--- src/rtl/core/assert_macros.svh ---
// ----------------------------------------------------------------------------
// Assertion macros
// Shared concurrent assertion wrappers; define ASSERT_OFF to drop them all.
// ----------------------------------------------------------------------------
`ifndef ASSERT_MACROS_SVH
`define ASSERT_MACROS_SVH

`ifndef ASSERT_OFF
// Assertion on an explicit clock and active-low reset.
`define ASSERT_CLK(lbl, clock, rstn, prop, msg) \
	lbl: assert property (@(posedge clock) disable iff (!(rstn)) (prop)) else $error(msg);
// Assertion on the usual clk and arst_n of the enclosing module.
`define ASSERT_STD(lbl, prop, msg) \
	`ASSERT_CLK(lbl, clk, arst_n, prop, msg)
`else
`define ASSERT_CLK(lbl, clock, rstn, prop, msg)
`define ASSERT_STD(lbl, prop, msg)
`endif

`endif

--- src/rtl/core/dtna_pkg.sv ---
// ----------------------------------------------------------------------------
// dtna_pkg
// Types and constants shared by the diamond tile neighbour addresser.
// ----------------------------------------------------------------------------
package dtna_pkg;

	// Configuration register indexes.
	localparam logic [1:0] CFG_BOARD_WIDTH  = 2'd0;
	localparam logic [1:0] CFG_BOARD_HEIGHT = 2'd1;
	localparam logic [1:0] CFG_WRAP_ENABLE  = 2'd2;

	localparam int CFG_DATA_W = 9;

	// Reset values of the configuration registers.
	localparam logic [8:0] RST_BOARD_WIDTH  = 9'd16;
	localparam logic [8:0] RST_BOARD_HEIGHT = 9'd16;
	localparam logic       RST_WRAP_ENABLE  = 1'b0;

	// Input beat.
	typedef struct packed {
		logic [7:0] cell_col;
		logic [7:0] cell_row;
	} cell_in_t;

	// Output beat.
	typedef struct packed {
		logic [7:0] up_col;
		logic [7:0] up_row;
		logic [7:0] right_col;
		logic [7:0] right_row;
		logic [7:0] down_col;
		logic [7:0] down_row;
		logic [7:0] left_col;
		logic [7:0] left_row;
		logic       off_board;
	} neigh_out_t;

	// Board geometry after clamping to the maximum size.
	typedef struct packed {
		logic [8:0] width;
		logic [8:0] height;
		logic       wrap;
	} geom_t;

	// Cell position flags and candidate coordinates, handed to the select stage.
	typedef struct packed {
		logic [7:0] col;
		logic [7:0] row;
		logic [7:0] col_p1;
		logic [7:0] col_m1;
		logic [7:0] row_p1;
		logic [7:0] row_m1;
		logic [7:0] w_m1;
		logic [7:0] h_m1;
		logic       off;
		logic       even;
		logic       top;
		logic       bottom;
		logic       first;
		logic       last;
		logic       wrap;
		logic       w_even;
	} prep_t;

endpackage

--- src/rtl/core/dtna_prep.sv ---
// ----------------------------------------------------------------------------
// dtna_prep
// Second pipeline stage: classifies the cell against the board edges and
// forms the neighbouring row and column indexes.
// ----------------------------------------------------------------------------
`include "assert_macros.svh"

module dtna_prep (
	input  logic              clk,
	input  logic              arst_n,
	input  dtna_pkg::geom_t   geom,
	input  logic              up_valid,
	input  dtna_pkg::cell_in_t up_data,
	output logic              up_ready,
	output logic              valid_s2,
	output dtna_pkg::prep_t   data_s2,
	input  logic              dn_ready
);

	dtna_pkg::prep_t prep;
	logic [8:0]      col_x;
	logic [8:0]      row_x;
	logic [8:0]      w_m1;
	logic [8:0]      h_m1;

	// Edge flags and neighbour candidates, all wrapped to eight bits.
	always_comb begin
		col_x = {1'b0, up_data.cell_col};
		row_x = {1'b0, up_data.cell_row};
		w_m1  = geom.width - 9'd1;
		h_m1  = geom.height - 9'd1;

		prep.col    = up_data.cell_col;
		prep.row    = up_data.cell_row;
		prep.col_p1 = up_data.cell_col + 8'd1;
		prep.col_m1 = up_data.cell_col - 8'd1;
		prep.row_p1 = up_data.cell_row + 8'd1;
		prep.row_m1 = up_data.cell_row - 8'd1;
		prep.w_m1   = w_m1[7:0];
		prep.h_m1   = h_m1[7:0];
		prep.off    = (col_x >= geom.width) || (row_x >= geom.height);
		prep.even   = ~up_data.cell_col[0];
		prep.top    = (up_data.cell_row == 8'd0);
		prep.bottom = (row_x == h_m1);
		prep.first  = (up_data.cell_col == 8'd0);
		prep.last   = (col_x == w_m1);
		prep.wrap   = geom.wrap;
		prep.w_even = ~geom.width[0];
	end

	assign up_ready = !valid_s2 || dn_ready;

	// Stage register; the payload holds while the next stage stalls.
	always_ff @(posedge clk or negedge arst_n) begin
		if (!arst_n) begin
			valid_s2 <= 1'b0;
		end else if (up_ready) begin
			valid_s2 <= up_valid;
		end
	end

	always_ff @(posedge clk) begin
		if (up_valid && up_ready) begin
			data_s2 <= prep;
		end
	end

	`ASSERT_STD(a_prep_hold, valid_s2 && !dn_ready |=> valid_s2 && $stable(data_s2), "prep stage lost a stalled beat")
	`ASSERT_STD(a_prep_take, up_valid && up_ready |=> valid_s2, "prep stage dropped an accepted beat")

endmodule

--- src/rtl/core/dtna_select.sv ---
// ----------------------------------------------------------------------------
// dtna_select
// Third pipeline stage: picks each neighbour from the candidates according to
// column parity, board edges and wrap mode, and holds the output beat.
// ----------------------------------------------------------------------------
`include "assert_macros.svh"

module dtna_select (
	input  logic                 clk,
	input  logic                 arst_n,
	input  logic                 up_valid,
	input  dtna_pkg::prep_t      up_data,
	output logic                 up_ready,
	output logic                 valid_s3,
	output dtna_pkg::neigh_out_t data_s3,
	input  logic                 dn_ready
);

	dtna_pkg::neigh_out_t res;

	// Neighbour selection. Every neighbour starts as the cell itself.
	always_comb begin
		res.up_col    = up_data.col;
		res.up_row    = up_data.row;
		res.right_col = up_data.col;
		res.right_row = up_data.row;
		res.down_col  = up_data.col;
		res.down_row  = up_data.row;
		res.left_col  = up_data.col;
		res.left_row  = up_data.row;
		res.off_board = up_data.off;

		if (!up_data.off) begin
			// Plain offsets inside the board.
			if (up_data.even) begin
				if (!up_data.top && !up_data.last) begin
					res.up_col = up_data.col_p1;
					res.up_row = up_data.row_m1;
				end
				if (!up_data.last) begin
					res.right_col = up_data.col_p1;
				end
				if (!up_data.first) begin
					res.down_col = up_data.col_m1;
				end
				if (!up_data.top && !up_data.first) begin
					res.left_col = up_data.col_m1;
					res.left_row = up_data.row_m1;
				end
			end else begin
				if (!up_data.last) begin
					res.up_col = up_data.col_p1;
				end
				if (!up_data.bottom && !up_data.last) begin
					res.right_col = up_data.col_p1;
					res.right_row = up_data.row_p1;
				end
				if (!up_data.bottom) begin
					res.down_col = up_data.col_m1;
					res.down_row = up_data.row_p1;
				end
				res.left_col = up_data.col_m1;
			end

			if (up_data.wrap) begin
				// Even cells of the top row reach the bottom row.
				if (up_data.even && up_data.top) begin
					if (!up_data.first) begin
						res.left_col = up_data.col_m1;
						res.left_row = up_data.h_m1;
					end
					if (!up_data.last) begin
						res.up_col = up_data.col_p1;
						res.up_row = up_data.h_m1;
					end
				end
				// Odd cells of the bottom row reach the top row.
				if (!up_data.even && up_data.bottom) begin
					res.right_col = up_data.col_p1;
					res.right_row = 8'd0;
					res.down_col  = up_data.col_m1;
					res.down_row  = 8'd0;
				end
				// Side columns join only on a board of even width.
				if (up_data.w_even) begin
					if (up_data.first) begin
						res.down_col = up_data.w_m1;
						res.down_row = up_data.row;
						res.left_col = up_data.w_m1;
						res.left_row = up_data.top ? up_data.h_m1 : up_data.row_m1;
					end
					if (up_data.last) begin
						res.right_col = 8'd0;
						res.right_row = up_data.bottom ? 8'd0 : up_data.row_p1;
						res.up_col    = 8'd0;
						res.up_row    = up_data.row;
					end
				end
			end
		end
	end

	assign up_ready = !valid_s3 || dn_ready;

	// Output register.
	always_ff @(posedge clk or negedge arst_n) begin
		if (!arst_n) begin
			valid_s3 <= 1'b0;
		end else if (up_ready) begin
			valid_s3 <= up_valid;
		end
	end

	always_ff @(posedge clk) begin
		if (up_valid && up_ready) begin
			data_s3 <= res;
		end
	end

	`ASSERT_STD(a_off_self, valid_s3 && data_s3.off_board |-> data_s3.up_col == data_s3.left_col && data_s3.right_row == data_s3.down_row, "off-board beat has differing neighbours")
	`ASSERT_STD(a_sel_hold, valid_s3 && !dn_ready |=> valid_s3 && $stable(data_s3), "output beat changed while stalled")

endmodule

--- src/rtl/core/diamond_tile_neighbour_addresser.sv ---
// Pipeline: an accepted input beat passes the input register, the prep stage register and the output register.
// Throughput: one beat per cycle while out_ready is high; each of the three register
// stages passes a beat on whenever the stage after it is empty or is being drained.
// Reset: arst_n clears all stage valid bits and loads board width 16,
// height 16 and wrap off. No clearing pass is needed.
// ----------------------------------------------------------------------------
// diamond_tile_neighbour_addresser
// Gives the up, right, down and left neighbours of a cell on a diamond board.
// ----------------------------------------------------------------------------
`include "assert_macros.svh"

module diamond_tile_neighbour_addresser #(
	parameter int MAX_BOARD_SIZE = 256
) (
	input  logic                 clk,
	input  logic                 arst_n,
	input  logic                 cfg_write,
	input  logic [1:0]           cfg_index,
	input  logic [8:0]           cfg_data,
	input  logic                 in_valid,
	output logic                 in_ready,
	input  dtna_pkg::cell_in_t   in_data,
	output logic                 out_valid,
	input  logic                 out_ready,
	output dtna_pkg::neigh_out_t out_data
);

	localparam logic [12:0] MAX_SIZE = 13'(MAX_BOARD_SIZE);

	logic [8:0]         board_width_q;
	logic [8:0]         board_height_q;
	logic               wrap_enable_q;
	dtna_pkg::geom_t    geom;
	logic               valid_s1;
	dtna_pkg::cell_in_t cell_s1;
	logic               prep_ready;
	logic               valid_s2;
	dtna_pkg::prep_t    data_s2;
	logic               sel_ready;

	// Configuration registers.
	always_ff @(posedge clk or negedge arst_n) begin
		if (!arst_n) begin
			board_width_q  <= dtna_pkg::RST_BOARD_WIDTH;
			board_height_q <= dtna_pkg::RST_BOARD_HEIGHT;
			wrap_enable_q  <= dtna_pkg::RST_WRAP_ENABLE;
		end else if (cfg_write) begin
			unique case (cfg_index)
				dtna_pkg::CFG_BOARD_WIDTH:  board_width_q  <= cfg_data;
				dtna_pkg::CFG_BOARD_HEIGHT: board_height_q <= cfg_data;
				dtna_pkg::CFG_WRAP_ENABLE:  wrap_enable_q  <= cfg_data[0];
				default: ;
			endcase
		end
	end

	// Sizes above the maximum board size are taken as the maximum.
	always_comb begin
		geom.width  = ({4'd0, board_width_q} > MAX_SIZE) ? MAX_SIZE[8:0] : board_width_q;
		geom.height = ({4'd0, board_height_q} > MAX_SIZE) ? MAX_SIZE[8:0] : board_height_q;
		geom.wrap   = wrap_enable_q;
	end

	// Input register.
	assign in_ready = !valid_s1 || prep_ready;

	always_ff @(posedge clk or negedge arst_n) begin
		if (!arst_n) begin
			valid_s1 <= 1'b0;
		end else if (in_ready) begin
			valid_s1 <= in_valid;
		end
	end

	always_ff @(posedge clk) begin
		if (in_valid && in_ready) begin
			cell_s1 <= in_data;
		end
	end

	dtna_prep u_prep (
		.clk      (clk),
		.arst_n   (arst_n),
		.geom     (geom),
		.up_valid (valid_s1),
		.up_data  (cell_s1),
		.up_ready (prep_ready),
		.valid_s2 (valid_s2),
		.data_s2  (data_s2),
		.dn_ready (sel_ready)
	);

	dtna_select u_select (
		.clk      (clk),
		.arst_n   (arst_n),
		.up_valid (valid_s2),
		.up_data  (data_s2),
		.up_ready (sel_ready),
		.valid_s3 (out_valid),
		.data_s3  (out_data),
		.dn_ready (out_ready)
	);

	`ASSERT_STD(a_in_take, in_valid && in_ready |=> valid_s1, "input beat not captured")
	`ASSERT_STD(a_s1_hold, valid_s1 && !prep_ready |=> valid_s1 && $stable(cell_s1), "input stage lost a stalled beat")

endmodule

--- config.mk ---
export PLATFORM = sky130hd
export DESIGN_NAME = diamond_tile_neighbour_addresser
export DESIGN_NICKNAME = d
export VERILOG_FILES = /design/src/rtl/core/dtna_pkg.sv /design/src/rtl/core/dtna_prep.sv /design/src/rtl/core/dtna_select.sv /design/src/rtl/core/diamond_tile_neighbour_addresser.sv
export VERILOG_INCLUDE_DIRS = /design/src /design/src/rtl/core
export SDC_FILE = /design/constraint.sdc
export NUM_CORES = 1
export LEC_CHECK = 0
export ABC_CLOCK_PERIOD_IN_PS = 3740
export BUFFER_PORTS_ARGS = -buffer_cell sky130_fd_sc_hd__clkbuf_2
export CAP_MARGIN = 5
export CORE_AREA = 5 5 136 138
export DETAILED_ROUTE_END_ITERATION = 8
export DIE_AREA = 0 0 141 143
export PLACE_DENSITY = 0.75
export SYNTH_ARGS = -nofsm -noshare
export SYNTH_HDL_FRONTEND = slang
export SYNTH_SLANG_ARGS = --single-unit
--- constraint.sdc ---
create_clock -name clk -period 3.74 [get_ports clk]
set_input_delay 0.748 -clock clk [delete_from_list [all_inputs] [get_ports clk]]
set_output_delay 0.748 -clock clk [all_outputs]
set_load 0.005 [all_outputs]
# Word-level counts from Yosys, hierarchy flattened
# Cells that the tools add are included.
dict set report word_totals {
  reg_bits 175
  inputBits 32
  output_inout_bits 67
  wordCells 103
}
dict set report classes {
  n_addsub 6
  n_lt_le_gt_ge 4
  eq_ne 4
  muxes 28
  bitwise 2
  n_reduce_logical 26
}
# operator count
set op_table {}
lappend op_table {{two-way mux 64 bit} 3}
lappend op_table {{two-way mux 16 bit} 8}
lappend op_table {{two-way mux 32 bit} 3}
lappend op_table {{two-way mux 8 bit} 12}
lappend op_table {{== test 8 x 9 -> 1 bit} 2}
lappend op_table {{greater-or-equal comparator 8 x 9 -> 1 bit} 2}
lappend op_table {{greater-than comparator 9 bit (second input constant)} 2}
lappend op_table {{two-way mux 9 bit} 2}
lappend op_table {{subtractor 9 x 1 -> 9 bit (second input constant)} 2}
lappend op_table {{adder 8 x 1 -> 8 bit (second input constant)} 2}
lappend op_table {{zero test 8 bit} 2}
lappend op_table {{subtractor 8 x 1 -> 8 bit (second input constant)} 2}
lappend op_table {{logical AND 1 bit} 8}
lappend op_table {{zero test 1 bit} 8}
lappend op_table {{AND reduction 2 bit} 3}
lappend op_table {{logical OR 1 bit} 4}
lappend op_table {{== test 2 x 1 -> 1 bit (second input constant)} 1}
lappend op_table {{== test 2 bit (second input constant)} 1}
lappend op_table {{zero test 2 bit} 1}
lappend op_table {{inverter 1 bit} 2}

# Depth between registers and ports, before layout
# Gate-level depths: netlist (run 1).
dict set report logic_depth {
  word_depth 10
  depth_mapped 11
  ltp_nobuf 9
}

# By module
# Synthesis (run 1) repeated with hierarchy kept, for this count alone.
dict set report hier_totals {
  hier_cells 728
  area_unflattened_um2 8902.3
}
# module n_inst cells_per_inst area_per_inst_um2
set modules_own_cells {}
lappend modules_own_cells {dtna_select 1 344 3861.2}
lappend modules_own_cells {dtna_prep 1 304 3666.0}
lappend modules_own_cells {diamond_tile_neighbour_addresser 1 80 1375.1}

# Least setup slack after synthesis (run 1)
# Ideal clock, no wire load.
dict set report synth_timing {
  kind {in2reg}
  from {input port out_ready}
  to {register, netlist name u_prep.data_s2[10]}
  setup_time_ns 0.433
  arrival_time_ns 2.462
  required_ns 3.307
  slack_ns 0.844
  stages 3
  path_buffers 0
  cell_sequence {nor2b_1 > nand2_1 > and2_1}
}
dict set report synth_via {
  elab_chain_cells 3
}
# item line
set synth_rtl {}
lappend synth_rtl {{from (decl)} diamond_tile_neighbour_addresser.sv:24} ;# input logic out_ready,
lappend synth_rtl {{logical OR 1 bit} dtna_select.sv:103} ;# assign up_ready = !valid_s3 || dn_ready;
lappend synth_rtl {{logical OR 1 bit} dtna_prep.sv:51} ;# assign up_ready = !valid_s2 || dn_ready;
lappend synth_rtl {{logical AND 1 bit} dtna_prep.sv:63} ;# if (up_valid && up_ready) begin
# No other way between the ends.
# A chain may end at the register's enable or synchronous reset.

==> results.md, run 1 <==
* Core box area at around 0.017 mm^2
* FF-to-FF End: u_prep.data_s2[2]
* VDD IR max at about 340 uV
* Worst EP required at about 4 ns
* Site row count at 48
* First-pass GRT wire length at around 29000 um
* Seq pwr share at around half
* Worst Hold Class: input pin to async pin
* PD cells at between 500 and 600 mW/mm^2
* Family with the most delay on the worst path: simple AND/OR/NAND/NOR gates
* Setup_tns at 0 ns
* Leakage at between 3 and 4 nW
* CTS Hold Bufs at 0
* Die width at ~140 um
* Net Switching at roughly 1.6 mW
* Pint at a little under 4 mW
* CTS tree: built
* Clock sinks at 171
* Nets at 813
* Share of layout cells above drive strength 1 at a little over a fifth
* Via count at 5754
* Crit-path cells: inv_1 > nand2_1 > ha_1 > or4_1 > o211a_1 > a31oi_1 > o311ai_1 > nor4_2
* Top-area cell type share of the netlist area at a little over half
* DRT Pass-1 Iters at 5
* Syn Area/Cell at around 12 um^2
* Max incr delay on CP at ~0.51 ns
* Drt drc at 0
* WL per Instance at ~18 um
* Depth of the worst register-to-register path at 8
* Dpl cells at between 900 and 1000
* Initial Util at 48.9%
* Largest cells by area after synthesis: edfxtp_1 (54%), dfrtp_1 (6.0%), ha_1 (3.6%)
* DRT Wirelength at 18100 um
* Number of max-cap violations at 0
* Unrepaired setup endpoints after global routing: no
* Post-DRT Antenna Nets at 0
* Ys async rst share at between 10% and 20%
* Critical path buffers and inverters at 1
* Syn_nets at 726
* Max-slew violations at 0
* # IOs at 99
* Register area share after synthesis at roughly 60%
* Final setup viols at 0
* Outcome: finished, final reports clean
* Gpl congestion at between 0.8 and 0.9
* Fmax achieved at 0.367 GHz
* Hold Vio Cnt, Final at 0
* Synth warn at 0
* H-tree lvl count at 4
* Clk_lat worst skew at 0.43 ns
* Measured slew at the worst slew-check pin at between 0.9 and 1 ns
* Synth Flop Type: edfxtp_1
* Post-CTS Setup Inserts at 0
* Area grow syn2layout at 15.0%
* Switching part of the total at between 20% and 30%
* Most common cell in the netlist: edfxtp_1
* Iteration-0 DRC Markers at ~600
* Worst R2R Start: board_width_q[8]
* Diode count at 0
* GRT Residual Overflow at 0
* Tcrit/Tclk final at 72.8%
* Vias/cell at just under 6
* Commonest cells post-synth: edfxtp_1 (149), a21oi_1 (45), o22ai_1 (40)
* Hold_ws at approximately 0.29 ns
* Vias in the first global route at 5411
* Post-Syn Area at 0.00834 mm^2
* HPWL Detailed at around 13000 um
* Pin count of the biggest net entering global routing at 69
* GRT Overall Usage at around 18%
* Clock Power Share at between 30% and 40%
* Synth area leader: edfxtp_1
* Die ar. at a little over 0.02 mm^2
* Crit path launch type: register
* CP max-delay cell: dfrtp_1
* Root buf cell: clkbuf_16
* Layout Skew at between 0.006 and 0.007 ns
* I/O Buffers at 98
* Worst setup path class: register to register
* Die H at 143 um
* Number of enable flip-flop cells after synthesis at between 100 and 150
* Combinational power share at between 10% and 20%
* CTS Buf Count at 17
* Slew margin rel. at 34.4%
* CP Max Fanout at 13
* Post-CTS Resized at 0
* R2R setup slack at approximately 1.0 ns
* WP data arrival at just under 3 ns
* Netlist cell types at 58
* Cells after Synth at 670
* Initial antenna violation count at 0
* Min Tclk post-route at around 2.7 ns
* #FFs+latches synth at between 150 and 200
* Critical Path Source: board_width_q[8]
* CTS Buffer Depth at 2
* Post-route insts no fill at between 900 and 1000
* Register clock-pin slew on the reported worst setup and hold paths at roughly 0.060 ns
* CP endpoint kind: register
[routing by layer]
layer  global-route usage, %  vias up  share of wire (%)
met5                       0        -                  0
met2                    28.2      230                 46
met4                    5.25        0                1.4
li1                        -     2748                  -
met3                    4.19       21                7.2
met1                    26.0     2755                 46
[how the worst max path moves through the flow]
stage / to / depth (start not counted) / slack, ns
5_1_grt: u_prep.data_s2[2] / 8 / 0.81
3_5_place_dp: u_prep.data_s2[2] / 8 / 1.10
2_1_floorplan: u_prep.data_s2[10] / 3 / 0.84
6_report: u_prep.data_s2[2] / 8 / 1.02
4_1_cts: u_prep.data_s2[2] / 8 / 1.05
3_3_place_gp: u_prep.data_s2[2] / 8 / 1.18
[sequential cells by signal, summed over array words and instances (netlist names)]
register,flops
u_prep.valid_s2,1
wrap_enable_q,1
u_select.valid_s3,1
valid_s1,1
u_select.data_s3,65
board_height_q,9
board_width_q,9
cell_s1,16
u_prep.data_s2,68
[layout make-up]
cell class,count,area [um^2]
Fill cell,1460,7460
Sequential cell,171,5030
Multi-Input combinational cell,443,3080
Timing Repair Buffer,102,520
Clock buffer,18,429
Tap cell,225,282
Clock inverter,13,169
Inverter,22,82.6
[cell families after synthesis]
family / count (synthesis) / synth area share [%]
buf+inv: 56 / 2.79
mux: 21 / 2.80
flops: 171 / 60.3
xor+xnor: 37 / 3.88
simple gates: 171 / 11.5
fa+ha+maj: 24 / 3.60
compound gates: 190 / 15.2
[worst register-to-register path, stage by stage (launching register included)]
cell and delay (ns):
dfrtp_1 0.51, inv_1 0.34, nand2_1 0.17, ha_1 0.38, or4_1 0.47, o211a_1 0.15, a31oi_1 0.14, o311ai_1 0.13
nor4_2 0.26
[metrics by stage]
stage | cell area, um^2 | utilization, % | power, mW | setup slack [ns]
floorplan | 8340 | - | 3.38 | 0.844
global placement | 9000 | 52.7 | 3.71 | 1.18
detailed placement | 9000 | 52.7 | 3.75 | 1.10
CTS | 9590 | 56.3 | 5.52 | 1.05
global route | 9590 | 56.3 | 5.76 | 0.806
finish | 9590 | 56.3 | 5.50 | 1.02
[power groups by stage]
stage / Sequential, mW / Combinational (mW) / Clock, mW
finish: 2.71 / 1.01 / 1.78
global route: 2.75 / 1.12 / 1.89
CTS: 2.71 / 1.01 / 1.80
detailed placement: 2.74 / 1.01 / 0
global placement: 2.73 / 0.980 / 0
floorplan: 2.62 / 0.766 / 0
[placed cells by master (no fill, tap or decap), types with 4 or more instances in the layout]
cell / Yosys / final
a22oi_1: 4 / 4
nor4_1: 8 / 8
nand2b_1: 21 / 21
a21o_1: 5 / 5
clkbuf_2: 0 / 98
nand3_1: 11 / 11
nor4b_1: 6 / 6
nand2_1: 30 / 30
clkbuf_16: 0 / 17
a21oi_1: 45 / 45
nor2b_1: 11 / 11
a211oi_1: 6 / 6
mux2_2: 19 / 19
a22o_1: 32 / 32
or3_1: 5 / 5
o21ai_0: 28 / 28
ha_1: 24 / 24
o22ai_1: 40 / 40
nand3b_1: 9 / 9
xnor2_1: 21 / 21
edfxtp_1: 149 / 149
xor2_1: 16 / 16
nor3_1: 10 / 10
and3_1: 4 / 4
o22a_1: 8 / 8
nand4_1: 5 / 5
buf_4: 1 / 4
nor2_1: 31 / 31
dfrtp_1: 20 / 20
or2_2: 4 / 4
inv_1: 21 / 21
(Power assumes the default switching activity.)
==> inputs of run 2 (changes only) <==
--- a/config.mk
+++ b/config.mk
@@ -6,7 +6,7 @@
 export SDC_FILE = /design/constraint.sdc
 export NUM_CORES = 1
 export LEC_CHECK = 0
-export ABC_CLOCK_PERIOD_IN_PS = 3740
+export ABC_CLOCK_PERIOD_IN_PS = 2600
 export BUFFER_PORTS_ARGS = -buffer_cell sky130_fd_sc_hd__clkbuf_2
 export CAP_MARGIN = 5
 export CORE_AREA = 5 5 136 138
==> constraint.sdc (replaced) <==
create_clock -name clk -period 2.6 [get_ports clk]
set_input_delay 0.52 -clock clk [delete_from_list [all_inputs] [get_ports clk]]
set_output_delay 0.52 -clock clk [all_outputs]
set_load 0.005 [all_outputs]
==> run 2 against run 1 <==
Effect of this change:
- combinational power up 54%
- setup slack worse by 0.81 ns
- final cell count up 1.3%
- largest cell class unchanged
- global-route usage up 0.26 points
- flip-flop and latch count unchanged
- register-to-register slack worse by 0.81 ns
- largest power group unchanged
==> results.md, run 2 (synthesis results as in run 1) <==
* Pin count of the biggest net entering global routing at 66 (was 69)
* WL per Instance at 18.0 um (was 18.2 um)
* Initial antenna violation count at 0 (unchanged)
* Root buf cell: clkbuf_16 (unchanged)
* Crit path launch type: register (unchanged)
* Max-slew violations at 0 (unchanged)
* Post-CTS Resized at 0 (unchanged)
* Seq pwr share at 49.3% (about the same)
* Diode count at 0 (unchanged)
* Share of layout cells above drive strength 1 at 22.9% (was 21.6%)
* Drt drc at 0 (unchanged)
* Clk_lat worst skew at 0.43 ns (about the same)
* # IOs at 99 (unchanged)
* Initial Util at 48.9% (unchanged)
* Clock Power Share at 30.7% (was 32.4%)
* Nets at 825 (was 813)
* Clock sinks at 171 (unchanged)
* Number of max-cap violations at 0 (unchanged)
* HPWL Detailed at 13300 um (was 13200 um)
* I/O Buffers at 98 (unchanged)
* CTS tree: built (unchanged)
* Power Total at 7.79 mW (was 5.50 mW)
* WP data arrival at 2.64 ns (was 2.98 ns)
* Worst EP required at 2.85 ns (was 3.99 ns)
* VDD IR max at 533 uV (was 339 uV)
* Post-DRT Antenna Nets at 0 (unchanged)
* Core box area at 0.0171 mm^2 (unchanged)
* Dpl cells at 975 (was 963)
* Pint at 5.53 mW (was 3.95 mW)
* Net Switching at 2.26 mW (was 1.55 mW)
* Unrepaired setup endpoints after global routing: no (unchanged)
* Commonest non-fill, non-tap cell in the layout: edfxtp_1 (unchanged)
* Iteration-0 DRC Markers at 665 (was 601)
* Core Util, Final at 56.7% (was 56.3%)
* Combinational power share at 20.0% (was 18.4%)
* Fmax achieved at 0.418 GHz (was 0.367 GHz)
* Area grow syn2layout at 16.0% (was 15.0%)
* First-pass GRT wire length at 29700 um (was 29000 um)
* Max reg flops at 68 (unchanged)
* Leakage at 3.71 nW (was 3.66 nW)
* Most frequent cells in the layout: edfxtp_1 (149), clkbuf_2 (98), a21oi_1 (45) (unchanged)
* Setup_tns at 0 ns (unchanged)
* Design Area, Final at 0.00968 mm^2 (was 0.00959 mm^2)
* Measured slew at the worst slew-check pin at 1.13 ns (was 0.977 ns)
* DRT Pass-1 Iters at 5 (unchanged)
* CP Max Fanout at 8 (was 13)
* GRT Residual Overflow at 0 (unchanged)
* GRT Overall Usage at 18.5% (was 18.2%)
* Gpl congestion at 0.874 (was 0.854)
* Die ar. at 0.0202 mm^2 (unchanged)
* Die H at 143 um (unchanged)
* PD cells at 805 mW/mm^2 (was 573 mW/mm^2)
* Setup ws final at 0.206 ns (was 1.02 ns)
* Post-place setup slack at 0.212 ns (was 1.10 ns)
* Site row count at 48 (unchanged)
* Final setup viols at 0 (unchanged)
* Hold Vio Cnt, Final at 0 (unchanged)
* Worst Hold Class: input pin to async pin (unchanged)
* Vias in the first global route at 5645 (was 5411)
* Switching part of the total at 29.0% (was 28.2%)
* Largest reg by FF count: u_prep.data_s2 (unchanged)
* Via count at 5822 (was 5754)
* H-tree lvl count at 4 (unchanged)
* Post-CTS Setup Inserts at 0 (unchanged)
* Outcome: finished, final reports clean (unchanged)
* CTS Buffer Depth at 2 (unchanged)
* Layout Skew at 0.0104 ns (was 0.00664 ns)
* Min Tclk post-route at 2.39 ns (was 2.72 ns)
* Vias/cell at 5.78 (was 5.79)
* Tcrit/Tclk final at 92.1% (was 72.8%)
* CTS Hold Bufs at 0 (unchanged)
* Post-placement cell area at 0.00911 mm^2 (was 0.00900 mm^2)
* Register clock-pin slew on the reported worst setup and hold paths at 0.07 ns (was 0.06 ns)
* R2R setup slack at 0.21 ns (was 1.02 ns)
* CTS Buf Count at 17 (unchanged)
* Largest registers: u_prep.data_s2: 68 flops, u_select.data_s3: 65 flops, cell_s1: 16 flops (unchanged)
* Post-route insts no fill at 1007 (was 994)
* Hold_ws at 0.0651 ns (was 0.287 ns)
* Die width at 141 um (unchanged)
* DRT Wirelength at 18100 um (about the same)
* Slew margin rel. at 24.1% (was 34.4%)
* Worst setup path class: register to register (unchanged)
* CP endpoint kind: register (unchanged)
run 2: cell count changes in the layout (fill, tap and decap cells not counted):
cell / before / now
buf_4: 4 / 14
clkinv_1: 2 / 3
clkinv_4: 3 / 4
inv_6: 2 / 3
bufinv_16: 3 / 1
clkinvlp_4: 2 / 1
clkbuf_1: 1 / 0
inv_8: 1 / 2
buf_12: 0 / 2
clkinvlp_2: 0 / 1
run 2: final timing paths:
| kind | from | to | cells after the start |
|---|---|---|---|
| hold reg to reg | valid_s1 | u_prep.valid_s2 | 1 |
| setup / recovery | board_height_q[0] | u_prep.data_s2[4] | 8 |
| setup reg to reg | board_height_q[0] | u_prep.data_s2[4] | 8 |
| min in group clk | in_data[14] | cell_s1[14] | 1 |
| max in group asynchronous | arst_n | u_select.valid_s3 | 1 |
| hold / removal | arst_n | board_width_q[3] | 1 |
run 2: critical path, stage by stage, from the launching register on:
cell,delay [ns]
dfrtp_1,0.41
nor2b_1,0.16
inv_1,0.09
ha_1,0.29
or4b_2,0.61
o311ai_1,0.15
xnor2_1,0.16
nand4_1,0.11
nor4_1,0.23
run 2: final cells by class:
cell class | count | area [um^2]
flip-flops and latches | 171 | 5030
fillers | 1437 | 7380
well taps | 225 | 282
clock buffers | 17 | 425
inverters | 22 | 82.6
repair buffers | 114 | 636
multi-input cells | 443 | 3080
clock inverters | 15 | 139
run 2: power by group through the flow:
| stage | sequential, mW | combinational (mW) | clock [mW] |
|---|---|---|---|
| after floorplan | 3.76 | 1.10 | 0 |
| after global placement | 3.88 | 1.49 | 0 |
| after detailed placement | 3.90 | 1.54 | 0 |
| after CTS | 3.84 | 1.56 | 2.44 |
| after global routing | 3.89 | 1.73 | 2.56 |
| final | 3.84 | 1.56 | 2.39 |
run 2: layer usage:
metal | track usage (%) | vias to the layer above | part of all wire [%]
li1 | - | 2775 | -
met1 | 25.5 | 2758 | 45
met2 | 28.9 | 254 | 46
met3 | 4.45 | 35 | 6.9
met4 | 6.63 | 0 | 2.3
met5 | 0 | - | 0
